$ cat src/design/mvn_mul.sv
`timescale 1ns / 1ps
// ----------------------------------------------------------------------------
// mvn_mul: shared signed multiplier
// One registered signed product per cycle.
// ----------------------------------------------------------------------------
module mvn_mul #(
    parameter int MW = 17
) (
    input  logic                   clk,
    input  logic                   rst_n,
    input  logic signed [MW-1:0]   a,
    input  logic signed [MW-1:0]   b,
    output logic signed [2*MW-1:0] p
);

    logic signed [2*MW-1:0] p_reg;

    // product register
    always_ff @(posedge clk or negedge rst_n)
    begin
        if (!rst_n)
        begin
            p_reg <= '0;
        end
        else
        begin
            p_reg <= a * b;
        end
    end

    assign p = p_reg;

endmodule

$ cat config.mk
export PLATFORM = sky130hd
export DESIGN_NAME = mvn_mul
export DESIGN_NICKNAME = d
export VERILOG_FILES = /design/src/design/mvn_mul.sv
export SDC_FILE = /design/constraint.sdc
export NUM_CORES = 1
export LEC_CHECK = 0
export ABC_AREA = 0
export BUFFER_PORTS_ARGS = -buffer_cell sky130_fd_sc_hd__buf_2
export CAP_MARGIN = 10
export CORE_ASPECT_RATIO = 1.4
export CORE_MARGIN = 2
export CORE_UTILIZATION = 55
export DETAILED_ROUTE_END_ITERATION = 6
export PLACE_DENSITY = 0.83
export SLEW_MARGIN = 25
export SYNTH_ARGS = -nofsm -noshare
export SYNTH_HDL_FRONTEND = slang
export SYNTH_SLANG_ARGS = --single-unit
$ cat constraint.sdc
create_clock -name clk -period 1.84 [get_ports clk]
set_clock_uncertainty 0.2 [all_clocks]
set_input_delay 0.368 -clock clk [delete_from_list [all_inputs] [get_ports clk]]
set_output_delay 0.368 -clock clk [all_outputs]
set_load 0.03 [all_outputs]
==> impl_metrics.py <==
metrics = {
    "logic_synthesis": {
        "synth_cells": 1238,
        "synth-seq-cells": 34,
        "syn-cell-area_um2": 11800,
        "synth-edff-count": 0,
        "synth_compound_area_share_pct": 4.73,
        "yosysUniqueCellTypes": 50,
        "synthFlopType": "dfrtp_1",
        "synth_top_family_by_area": "adder cells",
        "synthTopCellsByArea": "fa_1, inv_1, ha_1, and2_1, dfrtp_1",
        "synth_fa_ha_area_share_pct": 59.2,
        "ys_async_sr_fraction_pct": 100,
        "yosysTopAreaCellShare_pct": 50.2,
        "ys_warn_count": 0,
        "synth_area_per_cell_um2": 9.54,
        "yosysSeqAreaShare_pct": 7.21,
        "synthXorXnorAreaFrac_pct": 2.23,
        "synth-simple-area-share_pct": 15.2,
        "syn_nets": 1655,
        "yosysTopAreaCell": "fa_1",
        "post_synth_mux_area_share_pct": 0.0848,
    },
    "sta": {
        "finalCritPeriodShare_pct": 326,
        "timing.final.ws_setup_ns": -4.16,
        "hold_viol": 0,
        "fmax_mhz": 167,
        "slew_violations": 0,
        "min_period_ns": 6.00,
        "rsz0062_at_grt": "yes",
        "hold_ws_ns": 0.320,
        "tightest_slew_ns": 0.498,
        "finalSetupViolations": 31,
        "slew_headroom_pct": 66.8,
    },
    "global_routing": {
        "grt.total_usage_pct": 33.5,
        "antenna_found_initial": 2,
        "grt_pass1_wl_mm": 56.7,
        "grt-ovfl-total": 0,
        "grt_max_degree": 35,
        "grt_pass1_vias": 11323,
    },
    "clock_tree": {
        "cts_made_buffers": 5,
        "cts_tree": "built",
        "cts.path.max_buffers": 2,
        "cts.htree.levels": 2,
        "cts_root_buf": "clkbuf_16",
        "clock-sinks": 34,
        "clk_pin_slew_ns": 0.07,
    },
    "final_layout": {
        "fill_cells": 1251,
        "largest_reg_flops": 34,
        "syn2layout_area_growth_pct": 31.1,
        "utilization_pct": 73.2,
        "regArea_um2": 851,
        "diodes": 0,
        "multi_input_area_um2": 10500,
        "fin_nets": 1900,
        "drive_above_1_share_pct": 32.2,
    },
    "route": {
        "ant_nets": 0,
        "drt_iter0_markers": 827,
        "drc": 0,
        "wire_per_inst_um": 21.8,
        "wl_mm": 37.9,
        "vias": 9970,
        "dr.pass1.iters": 5,
        "vias_per_cell": 5.72,
    },
    "floorplanning": {
        "core-area_um2": 21100,
        "boundaryPins": 70,
        "start_util_pct": 55.9,
        "die_w_um": 128,
        "dieArea_um2": 22700,
        "row_count": 63,
        "die_y_um": 177,
    },
    "setup_path": {
        "crit_type": "in2reg",
        "crit_path_end_kind": "flip-flop",
        "cp_max_fo": 7,
        "critPathRequiredTime_ns": 1.82,
        "cp-start-kind": "input pin",
        "critical_path_arrival_ns": 5.98,
    },
    "run_status": {
        "violations": "setup timing",
        "status": "finished with violations",
    },
    "hold_path": {
        "min_path_type": "in2reg",
        "min_to": "p[0]",
        "whs_path_depth": 3,
        "min_from": "b[0]",
    },
    "placement": {
        "hpwl_mm": 27.0,
        "place_congestion": 0.937,
        "port_buffers": 69,
    },
    "job": {
        "maxCapViolations": 0,
    },
}
layout by cell type, fill, tap and decap left out, types with 23 or more instances in the layout:
master   instances
fa_2            30
buf_6           58
inv_1          278
ha_1            48
nor2_1          26
dfrtp_1         34
buf_2           37
nand2_1        128
buf_4          163
ha_4            32
and2_4          34
fa_1           266
and2_1         114
xnor2_1         23
inv_2           32
per-layer routing:
metal / track usage, % / routed length [um] / vias up
met3: 7.84 / 2820 / 274
met5: 0 / 0 / -
li1: - / - / 4107
met2: 61.5 / 20200 / 581
met4: 28.2 / 4130 / 0
met1: 30.5 / 10800 / 5008
cell families after synthesis:
| logic type | after synthesis |
|---|---|
| adder cells (fa/ha/maj) | 381 |
| multiplexers | 1 |
| buffers and inverters | 354 |
| XOR/XNOR | 30 |
| AND/OR/NAND/NOR | 356 |
| flip-flops | 34 |
| AO/OA/AOI/OAI | 82 |
what timing repair did:
item / 4_1_cts / 5_1_grt
setup endpoints to repair: 32 / 31
pin swaps: 99 / 54
buffers inserted: 20 / 23
resized for setup: 188 / 107
hold endpoints to repair: 34 / 0
hold buffers: 1 / 0
worst max-delay path, cell delays in order:
cell,delay (ns)
buf_12,0.11
buf_8,0.12
nand2_2,0.07
fa_1,0.55
inv_1,0.06
fa_2,0.57
fa_2,0.48
fa_2,0.60
fa_1,0.45
fa_2,0.58
ha_4,0.21
a211oi_2,0.22
o21ai_1,0.13
a21o_1,0.22
a21o_2,0.21
or4b_4,0.53
a31oi_4,0.24
o21bai_1,0.11
xor2_1,0.15
metrics by stage:
step	setup slack (ns)	setup TNS, ns	area (um^2)	cells
2_1_floorplan	-4.27	-94.44	12400	1238
3_3_place_gp	-4.47	-108.29	14000	1698
3_5_place_dp	-4.61	-110.70	14000	1698
4_1_cts	-4.03	-95.58	15000	1727
5_1_grt	-4.36	-108.22	15500	1744
6_report	-4.16	-100.66	15500	1744
how the worst max path moves through the flow:
stage / from / endpoint / slack, ns / cells after the start
2_1_floorplan: a[15] / p[31] / -4.27 / 22
3_3_place_gp: a[9] / p[31] / -4.47 / 21
3_5_place_dp: a[9] / p[31] / -4.61 / 21
4_1_cts: a[6] / p[31] / -4.03 / 22
5_1_grt: b[2] / p[31] / -4.36 / 20
6_report: a[7] / p[31] / -4.16 / 19
layout make-up:
| class | count | share of cell area (%) |
|---|---|---|
| Tap cell | 260 | 2.10 |
| Clock buffer | 6 | 0.833 |
| Sequential cell | 34 | 5.50 |
| Inverter | 311 | 7.56 |
| Timing Repair Buffer | 281 | 15.8 |
| Multi-Input combinational cell | 850 | 68.0 |
| Clock inverter | 2 | 0.243 |
synth_stat cells, types with 3 or more instances:
library cell	instances
a21o_1	10
nand2_1	142
nand2b_1	3
xnor2_1	26
o21ai_1	3
fa_1	296
o21a_1	6
ha_1	85
a21oi_1	17
o21ai_0	16
clkbuf_1	39
nand3_1	8
nor2_1	32
a31oi_1	4
nor2b_1	4
nand4_1	5
xor2_1	4
a211oi_1	4
dfrtp_1	34
o211ai_1	4
nor3_1	4
and2_1	148
inv_1	311
Power is not shown: default switching activity piles up to over one toggle a cycle in this logic, so the estimate is an artifact.
