`src/design/mvn_pkg.sv`:
```
`timescale 1ns / 1ps
// ----------------------------------------------------------------------------
// mvn_pkg: shared types and constants of the mesh vertex normal engine
// Op codes, fixed field widths and the request/response words of the
// ratio/root unit.
// ----------------------------------------------------------------------------
package mvn_pkg;

    // op codes of an input word
    typedef enum logic [1:0] {
        OP_WRITE = 2'd0,
        OP_FACE  = 2'd1,
        OP_READ  = 2'd2,
        OP_CLEAR = 2'd3
    } op_t;

    localparam logic KIND_FLAT   = 1'b0;
    localparam logic KIND_SMOOTH = 1'b1;

    // parameter defaults
    localparam int DEF_VERTEX_DEPTH = 1024;
    localparam int DEF_COORD_BITS   = 16;
    localparam int DEF_ACCUM_BITS   = 24;

    // fixed widths
    localparam int IDX_BITS   = 10;  // index fields
    localparam int IN_BITS    = 16;  // input coordinate fields
    localparam int NORM_BITS  = 16;  // output components, Q1.14
    localparam int RED_BITS   = 16;  // reduced magnitude
    localparam int SQ_BITS    = 32;  // square of a reduced magnitude
    localparam int L2_BITS    = 34;  // sum of three squares
    localparam int QUO_BITS   = 31;  // floor(sq * 2^30 / l2) <= 2^30
    localparam int ROOT_BITS  = 32;  // root working registers
    localparam int LO_BITS    = 15;  // rounded magnitude, <= 16384

    // request to the ratio/root unit
    typedef struct packed {
        logic                start;
        logic [SQ_BITS-1:0]  num;
        logic [L2_BITS-1:0]  den;
    } ratio_req_t;

    // response of the ratio/root unit
    typedef struct packed {
        logic                done;
        logic [LO_BITS-1:0]  mag;
    } ratio_rsp_t;

endpackage

```
`src/design/mvn_ratio.sv`:
```
`timescale 1ns / 1ps
// ----------------------------------------------------------------------------
// mvn_ratio: iterative ratio and root unit
// Computes round(16384 * sqrt(num / den)) as floor((isqrt(q) + 1) / 2) with
// q = floor(num * 2^30 / den): a restoring divide, one quotient bit a cycle,
// then a digit-by-digit root, one result bit a cycle. Needs num <= den.
// ----------------------------------------------------------------------------
module mvn_ratio (
    input  logic                clk,
    input  logic                rst_n,
    input  mvn_pkg::ratio_req_t req,
    output mvn_pkg::ratio_rsp_t rsp
);

    localparam int CW = 5;

    typedef enum logic [1:0] {
        U_IDLE,
        U_DIV,
        U_ROOT
    } ustate_t;

    ustate_t                        state_reg;
    logic [mvn_pkg::L2_BITS-1:0]    rem_reg;
    logic [mvn_pkg::L2_BITS-1:0]    den_reg;
    logic [mvn_pkg::QUO_BITS-1:0]   sh_reg;
    logic [mvn_pkg::QUO_BITS-1:0]   q_reg;
    logic [mvn_pkg::ROOT_BITS-1:0]  op_reg;
    logic [mvn_pkg::ROOT_BITS-1:0]  res_reg;
    logic [mvn_pkg::ROOT_BITS-1:0]  one_reg;
    logic [CW-1:0]                  cnt_reg;
    logic                           done_reg;
    logic [mvn_pkg::LO_BITS-1:0]    mag_reg;

    // divide step
    logic [mvn_pkg::L2_BITS:0]      rem2;
    logic                           qbit;
    logic [mvn_pkg::L2_BITS-1:0]    rem_next;
    logic [mvn_pkg::QUO_BITS-1:0]   q_next;

    // root step
    logic [mvn_pkg::ROOT_BITS-1:0]  trial;
    logic                           rbit;
    logic [mvn_pkg::ROOT_BITS-1:0]  op_next;
    logic [mvn_pkg::ROOT_BITS-1:0]  res_next;
    logic [mvn_pkg::ROOT_BITS-1:0]  rnd;

    always_comb
    begin
        rem2     = {rem_reg, sh_reg[mvn_pkg::QUO_BITS-1]};
        qbit     = rem2 >= {1'b0, den_reg};
        rem_next = qbit ? mvn_pkg::L2_BITS'(rem2 - {1'b0, den_reg})
                        : mvn_pkg::L2_BITS'(rem2);
        q_next   = {q_reg[mvn_pkg::QUO_BITS-2:0], qbit};

        trial    = res_reg + one_reg;
        rbit     = op_reg >= trial;
        op_next  = rbit ? op_reg - trial : op_reg;
        res_next = rbit ? (res_reg >> 1) + one_reg : (res_reg >> 1);
        rnd      = (res_next + 1'b1) >> 1;
    end

    // sequencer
    always_ff @(posedge clk or negedge rst_n)
    begin
        if (!rst_n)
        begin
            state_reg <= U_IDLE;
            rem_reg   <= '0;
            den_reg   <= '0;
            sh_reg    <= '0;
            q_reg     <= '0;
            op_reg    <= '0;
            res_reg   <= '0;
            one_reg   <= '0;
            cnt_reg   <= '0;
            done_reg  <= 1'b0;
            mag_reg   <= '0;
        end
        else
        begin
            done_reg <= 1'b0;
            case (state_reg)
                U_IDLE:
                begin
                    if (req.start)
                    begin
                        rem_reg   <= mvn_pkg::L2_BITS'(req.num[mvn_pkg::SQ_BITS-1:1]);
                        sh_reg    <= {req.num[0], (mvn_pkg::QUO_BITS-1)'(0)};
                        den_reg   <= req.den;
                        q_reg     <= '0;
                        cnt_reg   <= '0;
                        state_reg <= U_DIV;
                    end
                end
                U_DIV:
                begin
                    rem_reg <= rem_next;
                    q_reg   <= q_next;
                    sh_reg  <= sh_reg << 1;
                    cnt_reg <= cnt_reg + 1'b1;
                    if (cnt_reg == CW'(mvn_pkg::QUO_BITS - 1))
                    begin
                        op_reg    <= mvn_pkg::ROOT_BITS'(q_next);
                        res_reg   <= '0;
                        one_reg   <= mvn_pkg::ROOT_BITS'(1) << 30;
                        cnt_reg   <= '0;
                        state_reg <= U_ROOT;
                    end
                end
                U_ROOT:
                begin
                    op_reg  <= op_next;
                    res_reg <= res_next;
                    one_reg <= one_reg >> 2;
                    cnt_reg <= cnt_reg + 1'b1;
                    if (cnt_reg == CW'(15))
                    begin
                        mag_reg   <= rnd[mvn_pkg::LO_BITS-1:0];
                        done_reg  <= 1'b1;
                        state_reg <= U_IDLE;
                    end
                end
                default:
                begin
                    state_reg <= U_IDLE;
                end
            endcase
        end
    end

    assign rsp.done = done_reg;
    assign rsp.mag  = mag_reg;

endmodule
```
`config.mk`:
```
export PLATFORM = sky130hd
export DESIGN_NAME = mvn_ratio
export DESIGN_NICKNAME = d
export VERILOG_FILES = /design/src/design/mvn_pkg.sv /design/src/design/mvn_ratio.sv
export SDC_FILE = /design/constraint.sdc
export NUM_CORES = 1
export LEC_CHECK = 0
export ABC_CLOCK_PERIOD_IN_PS = 5650
export BUFFER_PORTS_ARGS = -buffer_cell sky130_fd_sc_hd__buf_4
export CORE_AREA = 5 5 228 230
export CTS_CLUSTER_DIAMETER = 50
export CTS_CLUSTER_SIZE = 12
export DETAILED_ROUTE_END_ITERATION = 10
export DIE_AREA = 0 0 233 235
export PLACE_DENSITY = 0.47
export SETUP_SLACK_MARGIN = 0.15
export SYNTH_ARGS = -nofsm -noshare
export SYNTH_HDL_FRONTEND = slang
export SYNTH_SLANG_ARGS = --single-unit
```
`constraint.sdc`:
```
create_clock -name clk -period 5.65 [get_ports clk]
set_input_delay 0.565 -clock clk [delete_from_list [all_inputs] [get_ports clk]]
set_output_delay 0.565 -clock clk [all_outputs]
set_load 0.01 [all_outputs]
```
==> results of run 1 <==
==> stage by stage <==
step	TNS, ps	power (mW)	util, %	cells
after floorplan	0	4.38	-	1720
after global placement	0	5.25	32.9	2433
after detailed placement	-13.3	5.28	32.9	2433
after CTS	0	7.64	35.7	2506
after global routing	-30.4	8.16	36.3	2519
final	0	7.57	36.3	2519
==> power breakdown <==
| part | internal, mW | switching (mW) | leakage, nW |
|---|---|---|---|
| Sequential | 1.72 | 0.190 | 2.67 |
| Combinational | 1.37 | 2.00 | 4.71 |
| Clock | 1.47 | 0.820 | 0.601 |
==> worst paths after layout <==
kind / start / endpoint / slack, ps
max in group asynchronous: rst_n / res_reg[10] / 4520
min in group clk: req[2] / den_reg[2] / 240
min: rst_n / den_reg[23] / 4
max: one_reg[0] / mag_reg[11] / 310
min reg2reg: q_reg[29] / q_reg[29] / 460
max reg2reg: one_reg[0] / mag_reg[11] / 310
==> cells in the mapped netlist (6+ instances only) <==
cell type	n
nand3_1	48
a21o_1	39
ha_1	108
xnor2_1	53
buf_1	9
o22ai_1	6
xor2_1	63
dfrtp_1	202
nand2_1	231
nand2b_1	18
o211ai_1	7
nor3_1	43
a22o_1	20
nand4_1	23
a31o_2	7
nor2b_1	24
o21bai_1	16
a31oi_1	43
a21oi_1	101
o21ai_0	157
clkbuf_1	74
and3_1	27
o31ai_1	22
or3_1	9
nor2_1	99
and2_1	6
o221ai_1	6
mux2_2	37
inv_1	64
o21a_1	16
o31a_1	7
mux2i_1	41
a211oi_1	7
==> worst reg2reg max path: cells and delay by family (launching register included) <==
family	cells	cell delay [ps]
AO/OA/AOI/OAI	12	2030
flip-flops	1	420
adder cells (fa/ha/maj)	4	730
multiplexers	1	240
AND/OR/NAND/NOR	10	1310
buffers and inverters	2	310
XOR/XNOR	1	190
==> cells by family (layout without fill, tap and decap cells) <==
kind of cell,after synthesis,count (layout)
buffers and inverters,155,282
adders and majority gates,110,110
xor gates and xnor gates,116,116
muxes,78,78
DFF,202,202
AOI/OAI and AO/OA,505,505
and+or+nand+nor,554,554
==> what timing repair did <==
| item | in CTS | in global routing |
|---|---|---|
| endpoints found under the setup margin | 8 | 16 |
| pin swaps | 13 | 40 |
| gates resized for setup | 14 | 38 |
| setup buffers | 8 | 13 |
==> placed cells by master, fill, tap and decap left out, types with 7 or more instances in the layout <==
master	count
clkbuf_16	36
o211ai_1	7
xor2_1	63
or3_1	9
o21ai_0	152
nor2b_1	24
inv_1	64
a22o_1	20
ha_1	99
and3_1	27
nand2b_1	18
o21a_1	15
buf_4	148
xnor2_1	53
a21oi_1	99
a21o_1	39
nand3_1	47
mux2_2	37
o31a_1	7
nand4_1	23
dfrtp_1	201
o31ai_1	21
o21bai_1	15
o21ai_1	8
nor3_1	41
a31oi_1	40
nand2_1	225
nor2_1	94
mux2i_1	39
==> area by class of cell <==
class                   instances  area [sq um]  share of cell area, %
multi-input cells            1363          9450                   52.4
clock inverters                22           285                   1.58
flip-flops and latches        202          5060                   28.1
inverters                      64           240                   1.33
well taps                     672           841                   4.67
repair buffers                153          1190                   6.59
clock buffers                  43           967                   5.37
==> layer usage <==
layer | share of wire [%] | vias up | wire length (um) | track usage (%)
met1 | 49 | 6289 | 21200 | 22.1
met5 | 0 | - | 0 | 0
met4 | 2.1 | 0 | 922 | 4.28
met2 | 46 | 172 | 19900 | 24.7
li1 | - | 6404 | - | -
met3 | 3.1 | 60 | 1360 | 2.78
==> summary.md, run 1 <==
| Metric | Value |
|---|---|
| Final instance area | 18000 sq um |
| Top cell type's share of synthesized area | 34.2% |
| Worst skew pair latency | 550 ps |
| Largest family of logic cells by synthesized area | compound AO/OA/AOI/OAI gates |
| Fin crit share | 94.5% |
| Worst Hold Margin | 4.17 ps |
| Critical path's largest stage delay | 460 ps |
| Cts hold-fix bufs | 0 |
| GR Overflow Total | 0 |
| CP max stage cell | or4_4 |
| PD cells | 420 nW/um^2 |
| CTS tree | yes |
| Kind of start point of the critical path | register |
| CP top delay family | compound AO/OA/AOI/OAI gates |
| DRT Pass-1 Iters | 8 |
| Crit path depth | 30 |
| Area contributors post-synth | dfrtp_1 (34%), ha_1 (9.2%), nand2_1 (5.9%) |
| HP Class | in2async |
| Final setup vio count | 0 |
| CP arrival | 5760 ps |
| Placed instance area | 16300 sq um |
| # diodes | 0 |
| Fin. max-slew vios | 0 |
| Post-synthesis compound-gate area fraction | 21.9% |
| Crit. End Element | register |
| Wire per inst | 17.2 um |
| Gpl congestion | 0.845 |
| Largest net degree at the start of global routing | 110 |
| Max_slew headroom | 28.7% |
| Ys Warns | 0 |
| Die Span Y | 235 um |
| Layout cells sized above 1 | 17.3% |
| Vias in the first global route | 13100 |
| Final Worst Setup Slack | 313 ps |
| Max Cap Viol | 0 |
| Core area | 49700 sq um |
| Synth Register Bits | 202 |
| CP dominant cell by count | nor2_1 |
| Outcome | completed |
| Die area | 54800 sq um |
| Routed wire length | 43300 um |
| Via count | 12900 |
| First-pass GRT wire length | 71000 um |
| Syn Nets | 1899 |
| Clock-pin slew on the worst setup and hold paths | 50 ps |
| Clock skew | 33.8 ps |
| Synth Instances | 1720 |
| DRC | 0 |
| Post-synth EDFFs | 0 |
| Share of synthesized registers carrying an async set or reset | 100% |
| Num CTS Buffers | 36 |
| Peak VDD IR | 0.281 mV |
| Final hold vios | 0 |
| FILL cells | 5111 |
| Cell variety after synth | 81 |
| Crit-path max FO | 3 |
| Port bufs | 84 |
| Top-Level Pins | 85 |
| Sum of buffers and inverters on the critical path | 2 |
| Initial antenna violation count | 0 |
| Post-synthesis sequential area ratio | 34.2% |
| Primary FF master, synth | dfrtp_1 |
| Reg2Reg Depth | 30 |
| GRT Total Usage | 15.6% |
| CP Data Required Time | 6070 ps |
| Starting DRT DRC Count | 693 |
| Worst-margin pin slew | 1070 ps |
| H-Tree Level Count | 2 |
| Area of the mapped netlist | 14800 sq um |
| Synth Area in Adders | 9.43% |
| Fmax | 0.187 GHz |
| Initial Util | 29.7% |
| Synthesized area per cell | 8.58 sq um |
| Via-per-instance ratio | 5.13 |
| Fin nets | 1999 |
| Final HPWL DP | 30700 um |
| Synth area leader | dfrtp_1 |
| Antenna-violating nets left | 0 |
| Max Root-Sink Buffers | 3 |
| Crit path time final | 5340 ps |
| Dpl ws | -13.3 ps |
| Clk sinks | 202 |
| RSZ-0062 raised after global routing | yes |
| Crit path kind | reg2reg |
| Clk Tree Root Cell | clkbuf_16 |
| Post-Synth XOR/XNOR Area | 6.88% |
| Row count | 82 |
| Leakage | 7.98 nW |
| Post-synthesis mux area share | 5.60% |
| Post-synthesis simple-gate area fraction | 17.8% |
| Area grow syn2layout | 22.1% |
| Die width | 233 um |
Power figures use the tool's default switching activity.
==> run 2, diff against run 1 <==
--- a/config.mk
+++ b/config.mk
@@ -13,6 +13,7 @@
 export DETAILED_ROUTE_END_ITERATION = 10
 export DIE_AREA = 0 0 233 235
 export PLACE_DENSITY = 0.47
+export RECOVER_POWER = 100
 export SETUP_SLACK_MARGIN = 0.15
 export SYNTH_ARGS = -nofsm -noshare
 export SYNTH_HDL_FRONTEND = slang
==> summary.md, run 2 (synthesized netlist as in run 1, its figures left out) <==
| Metric | Value |
|---|---|
| Fmax | 0.188 GHz (was 0.187 GHz) |
| Top-Level Pins | 85 (unchanged) |
| Leakage | 7.88 nW (was 7.98 nW) |
| Row count | 82 (unchanged) |
| Multi-input gate area | 9440 sq um (was 9450 sq um) |
| Routed wire length | 43400 um (was 43300 um) |
| Max Root-Sink Buffers | 3 (unchanged) |
| Kind of start point of the critical path | register (unchanged) |
| Die area | 54800 sq um (unchanged) |
| Final setup vio count | 0 (unchanged) |
| Max Cap Viol | 4 (was 0) |
| Fin crit share | 94.3% (was 94.5%) |
| RSZ-0062 raised after global routing | yes (unchanged) |
| Vias in the first global route | 13100 (unchanged) |
| Critical path's largest stage delay | 640 ps (was 460 ps) |
| Commonest non-fill, non-tap cell in the layout | nand2_1 (unchanged) |
| Area grow syn2layout | 21.4% (was 22.1%) |
| Antenna-violating nets left | 0 (unchanged) |
| Layout cells sized above 1 | 16.0% (was 17.3%) |
| Failing checks | max-capacitance violations, max-slew violations |
| Final HPWL DP | 30700 um (unchanged) |
| H-Tree Level Count | 2 (unchanged) |
| Initial antenna violation count | 0 (unchanged) |
| Commonest non-fill, non-tap cells in the layout | nand2_1 (225), dfrtp_1 (201), o21ai_0 (153) (was nand2_1 (225), dfrtp_1 (201), o21ai_0 (152)) |
| Die width | 233 um (unchanged) |
| CP max stage cell | or4_4 (unchanged) |
| GRT Total Usage | 15.6% (unchanged) |
| Sum of buffers and inverters on the critical path | 1 (was 2) |
| Wire per inst | 17.2 um (about the same) |
| Final core occ | 36.1% (was 36.3%) |
| # diodes | 0 (unchanged) |
| Sequential cell area | 5060 sq um (unchanged) |
| Via-per-instance ratio | 5.14 (was 5.13) |
| Crit-path max FO | 4 (was 3) |
| HP Class | in2async (unchanged) |
| CP Cell Sequence | ha_4, a31oi_4, o21bai_1, a31oi_1, o31a_1, o41a_1, o31ai_4, a31oi_2, inv_1, a31oi_1, xor2_1, ha_1, nand4_1, or4_4, nand2_4, nand2_2, nand2_2, ha_4, nand4_1, a22oi_2, a41oi_4, nor4_4, mux2i_1, nand3_1 |
| DRC | 0 (unchanged) |
| Starting DRT DRC Count | 665 (was 693) |
| PD cells | 422 nW/um^2 (was 420 nW/um^2) |
| FILL cells | 5130 (was 5111) |
| Final hold vios | 0 (unchanged) |
| Worst skew pair latency | 550 ps (about the same) |
| CP Data Required Time | 6070 ps (about the same) |
| First-pass GRT wire length | 71000 um (unchanged) |
| Initial Util | 29.7% (unchanged) |
| Peak VDD IR | 0.282 mV (was 0.281 mV) |
| Crit path kind | reg2reg (unchanged) |
| Num CTS Buffers | 36 (unchanged) |
| Crit. End Element | register (unchanged) |
| Clk Tree Root Cell | clkbuf_16 (unchanged) |
| Clock skew | 33.9 ps (was 33.8 ps) |
| Die Span Y | 235 um (unchanged) |
| Largest net degree at the start of global routing | 110 (unchanged) |
| CP top delay family | compound AO/OA/AOI/OAI gates (unchanged) |
| Clock-pin slew on the worst setup and hold paths | 50 ps (about the same) |
| CP arrival | 5750 ps (was 5760 ps) |
| Gpl congestion | 0.845 (unchanged) |
| Max_slew headroom | -91.0% (was 28.7%) |
| Core area | 49700 sq um (unchanged) |
| DRT Pass-1 Iters | 5 (was 8) |
| Clk sinks | 202 (unchanged) |
| Fin nets | 1999 (unchanged) |
| Crit path time final | 5330 ps (was 5340 ps) |
| Outcome | complete, but fails checks (was completed) |
| Via count | 12900 (about the same) |
| CTS tree | yes (unchanged) |
| GR Overflow Total | 0 (unchanged) |
| Worst Hold Margin | 3.32 ps (was 4.17 ps) |
| Fin. max-slew vios | 226 (was 0) |
| Port bufs | 84 (unchanged) |
| Worst-margin pin slew | 2860 ps (was 1070 ps) |
run 2: repair_timing:
| item | CTS | global route |
|---|---|---|
| hold buffers | 0 | 0 |
| setup buffers | 8 | 13 |
| gates resized for setup | 14 | 38 |
| pin swaps | 13 | 40 |
| setup endpoints to repair | 8 | 16 |
| hold endpoints to repair | 0 | 0 |
run 2: worst paths after layout:
| kind | startpoint | endpoint | slack (ps) | cells after the start |
|---|---|---|---|---|
| max | one_reg[2] | mag_reg[11] | 320 | 24 |
| min in group clk | req[2] | den_reg[2] | 240 | 2 |
| max reg2reg | one_reg[2] | mag_reg[11] | 320 | 24 |
| min | rst_n | den_reg[23] | 3 | 1 |
| max in group asynchronous | rst_n | op_reg[3] | 2380 | 2 |
| min reg2reg | q_reg[29] | q_reg[29] | 460 | 2 |
run 2: power by group:
group          switching [mW]  internal (mW)  leakage (nW)  total, mW
Combinational            2.00           1.37          4.61       3.37
Sequential              0.190           1.72          2.67       1.91
Clock                   0.818           1.47         0.601       2.28
run 2: area by class of cell:
type / instances / area share [%]
clock buffer: 43 / 5.40
clock inverter: 22 / 1.59
inverter: 64 / 1.34
multi-input combinational: 1363 / 52.7
sequential: 202 / 28.2
tap: 672 / 4.69
timing repair buffer: 153 / 6.04
run 2: per-stage QoR:
step           setup WS [ps]  power (mW)  setup TNS [ps]  instance area [sq um]  cells
3_3_place_gp             140        5.25               0                  16300   2433
5_1_grt                -40.8        8.15           -91.3                  17900   2519
3_5_place_dp           -13.3        5.28           -13.3                  16300   2433
2_1_floorplan            165        4.38               0                  14800   1720
4_1_cts                  127        7.64               0                  17700   2506
6_report                 320        7.56               0                  17900   2519
run 2: per-layer routing:
metal	global-route usage [%]	vias to the layer above	part of all wire, %
met5	0	-	0
met2	24.7	180	46
met4	4.28	0	2.1
li1	-	6403	-
met3	2.78	60	3.4
met1	22.1	6293	49
==> run 3, diff against run 2 <==
--- a/config.mk
+++ b/config.mk
@@ -7,12 +7,12 @@
 export LEC_CHECK = 0
 export ABC_CLOCK_PERIOD_IN_PS = 5650
 export BUFFER_PORTS_ARGS = -buffer_cell sky130_fd_sc_hd__buf_4
-export CORE_AREA = 5 5 228 230
+export CORE_AREA = 5 5 249 251
 export CTS_CLUSTER_DIAMETER = 50
 export CTS_CLUSTER_SIZE = 12
 export DETAILED_ROUTE_END_ITERATION = 10
-export DIE_AREA = 0 0 233 235
-export PLACE_DENSITY = 0.47
+export DIE_AREA = 0 0 254 256
+export PLACE_DENSITY = 0.42
 export RECOVER_POWER = 100
 export SETUP_SLACK_MARGIN = 0.15
 export SYNTH_ARGS = -nofsm -noshare
==> summary.md, run 3 (synthesized netlist as in run 1, its figures left out) <==
| Metric | Value |
|---|---|
| Outcome | complete, but fails checks (unchanged) |
| Failing checks | max-capacitance violations, max-slew violations (unchanged) |
| Initial Util | 24.7% (was 29.7%) |
| Worst skew pair latency | 540 ps (was 550 ps) |
| HP Class | in2reg (was in2async) |
| Worst Hold Margin | 244 ps (was 3.32 ps) |
| Leakage | 8.02 nW (was 7.88 nW) |
| Top-Level Pins | 85 (unchanged) |
| H-Tree Level Count | 2 (unchanged) |
| First-pass GRT wire length | 72400 um (was 71000 um) |
| Wire per inst | 17.0 um (was 17.2 um) |
| CTS tree | yes (unchanged) |
| Final instance area | 18300 sq um (was 17900 sq um) |
| Crit path time final | 5470 ps (was 5330 ps) |
| Sequential share of power | 25.1% (was 25.3%) |
| Final Worst Setup Slack | 176 ps (was 320 ps) |
| DRC | 0 (unchanged) |
| Switch share | 39.9% (was 39.8%) |
| Clock power frac | 31.1% (was 30.2%) |
| Row count | 90 (was 82) |
| Port bufs | 84 (unchanged) |
| Dpl ws | 2.49 ps (was -13.3 ps) |
| Peak VDD IR | 0.320 mV (was 0.282 mV) |
| CP arrival | 5900 ps (was 5750 ps) |
| Starting DRT DRC Count | 689 (was 665) |
| Die Span Y | 256 um (was 235 um) |
| Area grow syn2layout | 23.8% (was 21.4%) |
| Commonest non-fill, non-tap cell in the layout | nand2_1 (unchanged) |
| Largest net degree at the start of global routing | 153 (was 110) |
| # diodes | 0 (unchanged) |
| Crit. End Element | register (unchanged) |
| Via-per-instance ratio | 4.93 (was 5.14) |
| Gpl congestion | 0.823 (was 0.845) |
| Critical path's largest stage delay | 570 ps (was 640 ps) |
| Switch Pwr | 3.04 mW (was 3.01 mW) |
| Die area | 65000 sq um (was 54800 sq um) |
| CP dominant cell by count | buf_4 |
| Final core occ | 30.6% (was 36.1%) |
| Antenna-violating nets left | 0 (unchanged) |
| Fmax | 0.183 GHz (was 0.188 GHz) |
| Kind of start point of the critical path | register (unchanged) |
| Crit path kind | reg2reg (unchanged) |
| PD cells | 417 nW/um^2 (was 422 nW/um^2) |
| Max_slew headroom | -101% (was -91.0%) |
| Fin crit share | 96.9% (was 94.3%) |
| DRT Pass-1 Iters | 5 (unchanged) |
| Max Cap Viol | 6 (was 4) |
| Routed wire length | 44900 um (was 43400 um) |
| Final setup TNS | 0 ps (unchanged) |
| Vias in the first global route | 13200 (was 13100) |
| Die width | 254 um (was 233 um) |
| Final hold vios | 0 (unchanged) |
| Crit-path max FO | 7 (was 4) |
| Layout cells sized above 1 | 17.2% (was 16.0%) |
| Comb pwr share | 43.8% (was 44.6%) |
| Placed instance area | 16500 sq um (was 16300 sq um) |
| Final setup vio count | 0 (unchanged) |
| Commonest non-fill, non-tap cells in the layout | nand2_1 (227), dfrtp_1 (200), o21ai_0 (154) (was nand2_1 (225), dfrtp_1 (201), o21ai_0 (153)) |
| Sum of buffers and inverters on the critical path | 6 (was 1) |
| Final HPWL DP | 31300 um (was 30700 um) |
| CP max stage cell | or4_4 (unchanged) |
| GR Overflow Total | 0 (unchanged) |
| CP Data Required Time | 6080 ps (was 6070 ps) |
| Cells after DPL | 2547 (was 2433) |
| Internal power | 4.58 mW (was 4.55 mW) |
| Clock-pin slew on the worst setup and hold paths | 60 ps (was 50 ps) |
| Max Root-Sink Buffers | 3 (unchanged) |
| Clk Tree Root Cell | clkbuf_16 (unchanged) |
| Worst-margin pin slew | 3010 ps (was 2860 ps) |
| Clk sinks | 202 (unchanged) |
| Via count | 13000 (was 12900) |
| Pwr Total | 7.62 mW (was 7.56 mW) |
| GRT Total Usage | 13.5% (was 15.6%) |
| FILL cells | 6367 (was 5130) |
| RSZ-0062 raised after global routing | yes (unchanged) |
| Non-Filler Instances | 2645 (was 2519) |
| Fin. max-slew vios | 274 (was 226) |
| Initial antenna violation count | 0 (unchanged) |
| CP top delay family | compound AO/OA/AOI/OAI gates (unchanged) |
| Fin nets | 2013 (was 1999) |
| Num CTS Buffers | 38 (was 36) |
| Clock skew | 26.3 ps (was 33.9 ps) |
| Core area | 59700 sq um (was 49700 sq um) |
run 3: changes by cell type in the layout (fill, tap and decap cells not counted), moves of 3 or more:
cell,change
buf_4,+16
a21oi_1,-3
clkbuf_1,-5
clkinv_4,+4
clkbuf_16,+3
run 3: worst paths after layout:
| path | startpoint | end | slack, ps | cells past startpoint |
|---|---|---|---|---|
| max in group asynchronous | rst_n | one_reg[2] | 1350 | 3 |
| worst min-delay path | req[27] | den_reg[27] | 240 | 2 |
| min in group asynchronous | rst_n | rem_reg[6] | 1610 | 2 |
| worst max-delay path | one_reg[0] | mag_reg[5] | 180 | 29 |
| worst max register to register | one_reg[0] | mag_reg[5] | 180 | 29 |
| worst min register to register | op_reg[3] | op_reg[3] | 470 | 2 |
run 3: layer usage:
metal / track usage [%] / up-vias / share of wire [%]
li1: - / 6437 / -
met1: 18.7 / 6332 / 47
met2: 21.3 / 201 / 46
met3: 2.40 / 70 / 3.6
met4: 4.34 / 0 / 2.9
met5: 0 / - / 0
run 3: layout make-up:
class | instances | area [sq um] | area share, %
Clock inverter | 25 | 285 | 1.56
Timing Repair Buffer | 165 | 1190 | 6.50
Tap cell | 782 | 978 | 5.35
Sequential cell | 202 | 5060 | 27.7
Inverter | 64 | 240 | 1.31
Clock buffer | 44 | 1020 | 5.61
Multi-Input combinational cell | 1363 | 9500 | 52.0
run 3: repair_timing:
item	4_1_cts	5_1_grt
setup endpoints to repair	11	14
hold buffers	1	0
endpoints found under the hold margin	50	0
setup buffers	17	11
gates resized for setup	20	40
pin swaps	29	31
run 3: power by group through the flow:
stage | Combinational (mW) | Sequential (mW) | Clock [mW]
6_report | 3.34 | 1.91 | 2.37
5_1_grt | 3.73 | 1.95 | 2.50
3_5_place_dp | 3.34 | 1.93 | 0
4_1_cts | 3.37 | 1.91 | 2.45
3_3_place_gp | 3.35 | 1.92 | 0
2_1_floorplan | 2.52 | 1.87 | 0
